`src/ptc_pkg.sv`:
```
// Shared constants and types for the planar tile to chunky row decoder.
package ptc_pkg;

  localparam int ROW_PIXELS  = 8;
  localparam int PAIR_BYTES  = 16;
  localparam int MAX_PAIRS   = 4;
  localparam int PLANES      = 2 * MAX_PAIRS;
  localparam int STORE_W     = 16 * (MAX_PAIRS - 1);
  localparam int POS_W       = 6;
  localparam int ROW_W       = 3;
  localparam int PAIR_W      = 2;
  localparam int CFG_W       = 3;
  localparam int OUT_DATA_W  = 72;

  typedef logic [7:0]       byte_t;
  typedef logic [POS_W-1:0] pos_t;
  typedef logic [ROW_W-1:0] row_t;
  typedef logic [PAIR_W-1:0] pair_t;
  typedef logic [CFG_W-1:0] cfg_t;
  typedef logic [STORE_W-1:0] store_row_t;

  // Decoded position of the current byte within its tile.
  typedef struct packed {
    pair_t pair;
    row_t  row;
    logic  odd;
    logic  last_pair;
  } tile_pos_t;

endpackage

```
`src/planar_tile_to_chunky_unit.sv`:
```
// Top level: planar tile bytes in, chunky pixel rows out, plane store in a row memory.
// A row is registered and presented in the cycle after the odd byte of its last plane pair is accepted.
// Throughput: one byte per cycle while the output is not stalled; the plane store is read on every even byte, so its
// registered row is ready when the odd byte of that pair arrives the cycle after or later.
// Reset (rst_n low, synchronous): plane_pairs returns to 2, tile position and pending
// plane byte clear, output empties; the plane store memory keeps its contents.
module planar_tile_to_chunky_unit
  import ptc_pkg::*;
(
  input  logic                  clk,
  input  logic                  rst_n,
  input  logic                  in_tvalid,
  output logic                  in_tready,
  input  logic [7:0]            in_tdata,   // [7:0] data_byte
  input  logic                  in_tuser,   // [0] first
  output logic                  out_tvalid,
  input  logic                  out_tready,
  output logic [OUT_DATA_W-1:0] out_tdata,  // [2:0] row, [10:3] pixel_0 .. [66:59] pixel_7
  output logic                  out_tlast,  // tile_done
  input  logic                  cfg_valid,
  output logic                  cfg_ready,
  input  logic [CFG_W-1:0]      cfg_data
);

  cfg_t       pairs_cfg_r;
  pos_t       pos_r, pos_nxt;
  byte_t      pend_r;
  store_row_t rd_data_r;
  store_row_t mem [ROW_PIXELS];

  logic                  out_valid_r;
  logic [OUT_DATA_W-1:0] out_data_r;
  logic                  out_last_r;

  logic       in_fire;
  cfg_t       pairs;
  logic [6:0] tile_bytes;
  pos_t       pos;
  tile_pos_t  tp;
  logic [6:0] next_pos;
  logic       produce;
  logic       store_we;
  logic       store_re;
  byte_t      planes [PLANES];
  logic [OUT_DATA_W-1:0] row_data;

  assign cfg_ready = 1'b1;
  assign in_tready = !out_valid_r || out_tready;
  assign in_fire   = in_tvalid && in_tready;

  // zero acts as one, above the maximum clamps
  always_comb begin
    if (pairs_cfg_r == '0) begin
      pairs = cfg_t'(1);
    end else if (pairs_cfg_r > cfg_t'(MAX_PAIRS)) begin
      pairs = cfg_t'(MAX_PAIRS);
    end else begin
      pairs = pairs_cfg_r;
    end
  end

  assign tile_bytes = {pairs, 4'b0000};

  always_comb begin
    pos = in_tuser ? '0 : pos_r;
    if ({1'b0, pos} >= tile_bytes) begin
      pos = '0;
    end
    tp.pair      = pos[5:4];
    tp.row       = pos[3:1];
    tp.odd       = pos[0];
    tp.last_pair = ({1'b0, tp.pair} + cfg_t'(1)) == pairs;
    next_pos     = {1'b0, pos} + 7'd1;
    pos_nxt      = (next_pos >= tile_bytes) ? '0 : next_pos[POS_W-1:0];
  end

  assign produce  = in_fire && tp.odd && tp.last_pair;
  assign store_we = in_fire && tp.odd && !tp.last_pair;
  // Read on every even byte: the pair count may change before the odd byte arrives.
  assign store_re = in_fire && !tp.odd;

  // Reads happen on even bytes and writes on odd bytes, never at the same edge;
  // an odd byte follows the even byte of its own row, unless in_tuser or a pair count change restarts the tile.
  always_ff @(posedge clk) begin
    for (int p = 0; p < MAX_PAIRS - 1; p++) begin
      if (store_we && tp.pair == pair_t'(p)) begin
        mem[tp.row][16*p +: 16] <= {in_tdata, pend_r};
      end
    end
    if (store_re) begin
      rd_data_r <= mem[tp.row];
    end
  end

  // plane k gives bit k of the pixel index
  always_comb begin
    for (int k = 0; k < PLANES; k++) begin
      if (4'(k) < {1'b0, tp.pair, 1'b0}) begin
        planes[k] = (k < STORE_W / 8) ? rd_data_r[8*(k % (STORE_W / 8)) +: 8] : '0;
      end else if (4'(k) == {1'b0, tp.pair, 1'b0}) begin
        planes[k] = pend_r;
      end else if (4'(k) == {1'b0, tp.pair, 1'b1}) begin
        planes[k] = in_tdata;
      end else begin
        planes[k] = '0;
      end
    end
    row_data = '0;
    row_data[ROW_W-1:0] = tp.row;
    for (int x = 0; x < ROW_PIXELS; x++) begin
      for (int k = 0; k < PLANES; k++) begin
        row_data[ROW_W + 8*x + k] = planes[k][7-x];
      end
    end
  end

  always_ff @(posedge clk) begin
    if (!rst_n) begin
      pairs_cfg_r <= cfg_t'(2);
      pos_r       <= '0;
      pend_r      <= '0;
      out_valid_r <= 1'b0;
    end else begin
      if (cfg_valid) begin
        pairs_cfg_r <= cfg_data;
      end
      if (in_fire) begin
        pos_r <= pos_nxt;
        if (!tp.odd) begin
          pend_r <= in_tdata;
        end
      end
      if (produce) begin
        out_valid_r <= 1'b1;
      end else if (out_tready) begin
        out_valid_r <= 1'b0;
      end
    end
  end

  always_ff @(posedge clk) begin
    if (produce) begin
      out_data_r <= row_data;
      out_last_r <= (tp.row == row_t'(ROW_PIXELS - 1));
    end
  end

  assign out_tvalid = out_valid_r;
  assign out_tdata  = out_data_r;
  assign out_tlast  = out_last_r;

`ifndef SYNTHESIS
  a_out_from_input: assert property (@(posedge clk) disable iff (!rst_n)
    $rose(out_valid_r) |-> $past(in_fire))
    else $error("output appeared without an accepted byte");

  a_last_row: assert property (@(posedge clk) disable iff (!rst_n)
    produce && tp.row == row_t'(ROW_PIXELS - 1) |=> out_tlast && out_tdata[2:0] == 3'd7)
    else $error("last row of tile not flagged");

  a_pending_capture: assert property (@(posedge clk) disable iff (!rst_n)
    in_fire && !tp.odd |=> pend_r == $past(in_tdata))
    else $error("even plane byte not held");
`endif

endmodule
```
`config.mk`:
```
export PLATFORM = sky130hd
export DESIGN_NAME = planar_tile_to_chunky_unit
export DESIGN_NICKNAME = d
export VERILOG_FILES = /design/src/ptc_pkg.sv /design/src/planar_tile_to_chunky_unit.sv
export SDC_FILE = /design/constraint.sdc
export NUM_CORES = 1
export LEC_CHECK = 0
export ABC_AREA = 1
export BUFFER_PORTS_ARGS = -buffer_cell sky130_fd_sc_hd__buf_2
export CAP_MARGIN = 20
export CORE_UTILIZATION = 40
export CTS_CLUSTER_SIZE = 28
export DETAILED_ROUTE_END_ITERATION = 7
export HOLD_SLACK_MARGIN = 0.06
export PLACE_DENSITY = 0.59
export RECOVER_POWER = 50
export SKIP_CTS_REPAIR_TIMING = 1
export SLEW_MARGIN = 20
export SYNTH_ARGS = -nofsm -noshare
export SYNTH_HDL_FRONTEND = slang
export SYNTH_SLANG_ARGS = --single-unit
```
`constraint.sdc`:
```
create_clock -name clk -period 9.4 [get_ports clk]
set_input_delay 1.41 -clock clk [delete_from_list [all_inputs] [get_ports clk]]
set_output_delay 1.41 -clock clk [all_outputs]
set_load 0.03 [all_outputs]
```
==> flow_metrics.py, run 1 <==
metrics = {
    "logic_synthesis": {
        "yosys_register_bits": 518,
        "yosys_most_used_dff": "edfxtp_1",
        "syn_avg_cell_area_um2": 12.74,
        "ys_seq_area_frac": 0.7648,
        "synthXorXnorAreaFrac": 0.0008714,
        "synth_edf_count": 500,
        "synthDistinctLibCells": 34,
        "synthMuxAreaShare": 0.008962,
        "synth_area_um2": 20100,
        "synth_compound_area_frac": 0.05004,
        "yosys_warnings": 0,
        "synth-adder-area-share": 0.006846,
        "synth-simple-area-share": 0.1397,
        "synthArstFlopShare": 0,
        "syn_inst": 1578,
        "synth_top_family_by_area": "simple AND/OR/NAND/NOR gates",
    },
    "clock_tree": {
        "clk_path_buf_depth": 3,
        "cts_root_buf": "clkbuf_16",
        "cts_sinks": 518,
        "cts_tree": "yes",
        "clock_latency_ns": 0.60,
        "clkTransAtPathRegs_ns": 0.06,
        "numCtsBuffers": 53,
        "htree_levels": 2,
    },
    "cells_and_area": {
        "final_nets": 1715,
        "fill_cells": 4431,
        "synthToLayoutAreaGrowth_pct": 14.36,
        "diodes": 0,
        "drive_above_1_share": 0.08723,
    },
    "placed_design": {
        "io_buffers": 86,
        "hpwl_um": 31140,
        "gp_congestion": 0.8698,
    },
    "timing": {
        "final_hold_viol_count": 0,
        "period_minus_slack_ns": 6.993,
        "timing.setup.tns_ns": 0,
        "finClkSkew_ns": 0.02540,
        "rsz0062_at_grt": "no",
        "finalMaxSlewViolations": 589,
        "fmax_mhz": 143.0,
        "tightest_slew_ns": 3.113,
        "setup_viol": 0,
        "timing.final.crit_share": 0.7439,
        "slew_headroom": -1.075,
    },
    "power": {
        "leakagePower_nw": 8.360,
        "p_per_area_nw_per_um2": 210.9,
        "fin_total_pwr_mw": 4.849,
        "ir_drop_mv": 0.1323,
    },
    "setup_path": {
        "cp_common_cell": "nand2_1",
        "path_buf_inv": 4,
        "crit_slowest_cell": "clkbuf_1",
        "max_stage_delay_ns": 2.19,
        "reg2reg_to": "rd_data_r[25]",
        "rr_startpoint": "pairs_cfg_r[2]",
        "critPathKind": "primary input to flop",
        "cp_max_fo": 67,
        "crit_arrival_ns": 7.46,
        "cp_top_family": "buffers and inverters",
        "startpoint_type": "primary input",
        "r2r_setup_slack_ns": 3.02,
        "worst_ep_required_time_ns": 9.87,
        "worstRegToRegCells": 15,
        "crit_chain": "clkbuf_1, inv_1, nand2_1, ha_1, nand2_1, nor2_1, nand3_1, nand2_1, nor2_4, clkbuf_1, nand2_1, inv_2, nand2_1, o21ai_1, nor2_1, nand2_1",
        "critPathCaptureType": "flop",
    },
    "grt": {
        "grt_pass1_vias": 11900,
        "antenna_found_initial": 4,
        "grt_usage": 0.2074,
        "grt_first_pass_wirelength_um": 76560,
        "grt_max_degree": 82,
        "overflow": 0,
    },
    "floorplan": {
        "start_util": 0.4081,
        "die_h_um": 226.2,
        "core_area_um2": 49250,
        "num_io_pins": 93,
        "dieArea_um2": 51160,
        "num_rows": 81,
        "fp.dieW_um": 226.2,
    },
    "worst_hold_path": {
        "hold_start": "pos_r[4]",
        "holdPathStages": 2,
        "min_to": "pos_r[4]",
        "hp-class": "flop to flop",
    },
    "routing": {
        "postRouteAntennaNets": 0,
        "wl_um": 51960,
        "drc_errors": 0,
        "drt_iter0_drc": 1149,
        "routedWlPerCell_um": 21.70,
        "vias": 12070,
        "first_pass_iters": 6,
        "vias_per_cell": 5.040,
    },
    "status": {
        "violations": "max-capacitance violations, max-slew violations",
        "status": "finished with violations",
    },
    "run": {
        "drv_cap": 18,
    },
}
worst min-delay path, cell delays in order, from the launching register on:
cell     delay [ns]
dfxtp_1        0.32
nand2_1        0.06
a21oi_1        0.06
how the worst max path moves through the flow:
stage	depth (start not counted)	to	slack [ns]	start
final	16	rd_data_r[25]	2.41	in_tuser
after global routing	16	rd_data_r[33]	2.03	in_tuser
after CTS	21	mem[6][33]	4.26	in_tuser
after detailed placement	21	mem[2][16]	3.66	in_tuser
after global placement	21	mem[6][33]	3.36	in_tuser
after floorplan	17	out_tdata[0]	4.01	in_tuser
kinds of logic after synthesis:
logic type,Yosys count
xor+xnor,2
simple gates,709
buf+inv,133
flops,518
compound gates,187
mux,16
other cells,2
fa+ha+maj,11
sequential cells by signal (all words and copies together), names as in the netlist:
name and count:
pos_r 6, out_tvalid 1, rd_data_r 48, pairs_cfg_r 3
out_tdata 67, mem 384, out_tlast 1, pend_r 8
report_power, final:
part	leakage (nW)	total, mW	switching [mW]	internal, mW
Sequential	4.67	2.60	0.0410	2.56
Clock	0.879	2.13	0.876	1.26
Combinational	2.81	0.115	0.0908	0.0240
metal layers:
metal | global-route usage | routed length (um) | up-vias
met4 | 0.05885 | 1134 | 2
met5 | 0 | 13 | -
met3 | 0.03240 | 3579 | 68
met2 | 0.3399 | 24980 | 439
li1 | - | - | 5675
met1 | 0.2858 | 22250 | 5886
synth_stat cells (5+ instances only):
| library cell | count | area [um^2] |
|---|---|---|
| buf_4 | 10 | 75.07 |
| inv_1 | 57 | 214.0 |
| buf_2 | 28 | 140.1 |
| edfxtp_1 | 500 | 15010 |
| clkbuf_1 | 27 | 101.4 |
| nor2_1 | 118 | 442.9 |
| dfxtp_1 | 18 | 360.4 |
| or2_1 | 9 | 56.30 |
| nand2_1 | 535 | 2008 |
| ha_1 | 11 | 137.6 |
| nor2_2 | 5 | 31.28 |
| o21ai_0 | 71 | 355.3 |
| mux2_2 | 16 | 180.2 |
| inv_2 | 9 | 33.78 |
| nand3_1 | 28 | 140.1 |
| nand4_1 | 6 | 37.54 |
| a21oi_1 | 75 | 375.4 |
| o211ai_1 | 22 | 165.2 |
| o21ai_1 | 14 | 70.07 |
area by class of cell:
cell class | instances | area, um^2 | area share
Clock inverter | 39 | 379.1 | 0.01649
Sequential cell | 518 | 15370 | 0.6687
Multi-Input combinational cell | 931 | 4187 | 0.1821
Timing Repair Buffer | 116 | 573.1 | 0.02493
Tap cell | 664 | 830.8 | 0.03614
Clock buffer | 60 | 1395 | 0.06068
Inverter | 67 | 251.5 | 0.01094
layout by cell type (no fill, tap or decap), types with 9 or more instances in the layout:
cell type  count
a21oi_1       75
buf_4         22
clkbuf_1      91
clkbuf_16     55
clkinv_1       9
clkinv_2      18
dfxtp_1       18
edfxtp_1     500
ha_1          11
inv_1         60
mux2_2        14
nand2_1      536
nand3_1       29
nor2_1       113
o211ai_1      22
o21ai_0       71
o21ai_1       14
or2_1          9
through the flow:
step,setup WS (ns),hold WS (ns),area [um^2],util,cells
CTS,4.258,0.5037,23130,0.4697,2395
finish,2.407,0.4957,22990,0.4668,2395
detailed placement,3.659,0.4822,21360,0.4337,2296
global placement,3.363,0.4731,21290,0.4323,2294
floorplan,4.011,0.4454,20120,-,1582
global route,2.034,0.5275,22990,0.4668,2395
(Power assumes the default switching activity.)
==> inputs of run 2 (changes only) <==
- PLACE_DENSITY: 0.59 -> 0.61
- clock period: 9.4 -> 6.3 ns (I/O delays scaled with it)
==> flow_metrics.py, run 2 (same netlist as run 1, synthesis figures left out) <==
metrics = {
    "grt": {
        "grt_usage": 0.2067,
        "grt_first_pass_wirelength_um": 76820,
        "antenna_found_initial": 1,
        "grt_pass1_vias": 12000,
        "grt_max_degree": 43,
        "overflow": 0,
    },
    "power": {
        "p_seq_frac": 0.559,
        "p_int_mw": 5.466,
        "p_per_area_nw_per_um2": 303.7,
        "leakagePower_nw": 8.268,
        "p_sw_frac": 0.2101,
        "fin_total_pwr_mw": 6.919,
        "comb_power_share": 0.025,
        "p_sw_mw": 1.454,
        "ir_drop_mv": 0.2041,
        "power.clock.fraction": 0.416,
    },
    "routing": {
        "vias_per_cell": 5.120,
        "wl_um": 51750,
        "drc_errors": 0,
        "drt_iter0_drc": 1293,
        "first_pass_iters": 5,
        "vias": 12280,
        "routedWlPerCell_um": 21.58,
        "postRouteAntennaNets": 0,
    },
    "clock_tree": {
        "cts_tree": "yes",
        "htree_levels": 2,
        "cts_sinks": 518,
        "cts_root_buf": "clkbuf_16",
        "numCtsBuffers": 51,
        "clkTransAtPathRegs_ns": 0.06,
        "clk_path_buf_depth": 3,
        "clock_latency_ns": 0.59,
    },
    "timing": {
        "period_minus_slack_ns": 4.895,
        "fmax_mhz": 204.3,
        "timing.setup.tns_ns": 0,
        "finClkSkew_ns": 0.01271,
        "slew_headroom": -0.4464,
        "rsz0062_at_grt": "no",
        "timing.final.crit_share": 0.7769,
        "tightest_slew_ns": 2.170,
        "finalMaxSlewViolations": 454,
        "final_hold_viol_count": 0,
        "setup_viol": 0,
        "whs_ns": 0.4939,
    },
    "cells_and_area": {
        "final_cell_mix": "nand2_1 (536), edfxtp_1 (500), nor2_1 (118)",
        "top_register": "mem",
        "drive_above_1_share": 0.07555,
        "final_util": 0.4626,
        "layout_commonest_cell": "nand2_1",
        "final_nets": 1723,
        "largest_reg_flops": 384,
        "final_cells": 2398,
        "diodes": 0,
        "synthToLayoutAreaGrowth_pct": 13.35,
    },
    "placed_design": {
        "hpwl_um": 30940,
        "gp_congestion": 0.8461,
        "io_buffers": 86,
        "dp.cells": 2306,
    },
    "worst_hold_path": {
        "hold_start": "pos_r[4]",
        "hp-class": "flop to flop",
    },
    "setup_path": {
        "startpoint": "pairs_cfg_r[2]",
        "worst_ep_required_time_ns": 6.59,
        "critPathCaptureType": "flop",
        "crit_arrival_ns": 5.18,
        "rr_startpoint": "pairs_cfg_r[2]",
        "startpoint_type": "flop",
        "cp_max_fo": 37,
        "critPathKind": "flop to flop",
    },
    "floorplan": {
        "fp.dieW_um": 226.2,
        "num_io_pins": 93,
        "die_h_um": 226.2,
        "core_area_um2": 49250,
        "start_util": 0.4081,
        "dieArea_um2": 51160,
        "num_rows": 81,
    },
    "run": {
        "drv_cap": 15,
    },
    "status": {
        "violations": "max-capacitance violations, max-slew violations",
        "status": "finished with violations",
    },
}
run 2: changes by cell type in the layout (fill, tap and decap cells not counted), sizes merged:
cell      before  now
buf           30   42
bufinv         7    2
clkbuf       146  149
clkinv        28   25
clkinvlp       3    0
inv           68   67
run 2: worst paths after layout:
check / depth (start not counted) / slack, ns / end
setup / recovery: 15 / 1.41 / mem[3][1]
hold reg to reg: 2 / 0.49 / pos_r[4]
setup reg to reg: 15 / 1.41 / mem[3][1]
hold / removal: 2 / 0.49 / pos_r[4]
run 2: final cells by class:
type | instances | area, um^2
Inverter | 67 | 251.5
Multi-Input combinational cell | 931 | 4169
Clock inverter | 27 | 178.9
Fill cell | 4487 | 26470
Sequential cell | 518 | 15370
Tap cell | 664 | 830.8
Timing Repair Buffer | 126 | 610.6
Clock buffer | 65 | 1371
run 2: routing by layer:
layer / routed length, um / part of all wire / vias to the layer above / track usage
li1: - / - / 5679 / -
met1: 21620 / 0.42 / 5985 / 0.2790
met2: 24770 / 0.48 / 525 / 0.3412
met3: 3872 / 0.075 / 89 / 0.03058
met4: 1494 / 0.029 / 0 / 0.07127
met5: 0 / 0 / - / 0
run 2: per-stage QoR:
stage | setup WS (ns) | cell area [um^2]
finish | 1.405 | 22790
global route | 1.042 | 22790
CTS | 1.921 | 22930
detailed placement | 1.311 | 21380
global placement | 1.362 | 21380
floorplan | 1.376 | 20120
run 2: power groups by stage:
stage	logic [mW]	registers (mW)	clock network, mW
5_1_grt	0.189	3.87	3.04
3_3_place_gp	0.177	3.94	0
2_1_floorplan	0.0878	3.91	0
6_report	0.172	3.87	2.88
3_5_place_dp	0.178	3.94	0
4_1_cts	0.179	3.87	2.92
run 2: critical path: stages, from the launching register on:
cell,delay [ns]
dfxtp_1,0.35
inv_1,0.18
nand2_1,0.17
ha_1,0.34
nand2_1,0.07
nor2_1,0.11
nand3_1,0.25
nand2_1,0.40
nor2_2,0.05
buf_4,0.24
inv_1,0.13
ha_1,0.16
clkbuf_1,0.94
nand2_1,0.39
nor2_1,0.52
buf_4,0.30
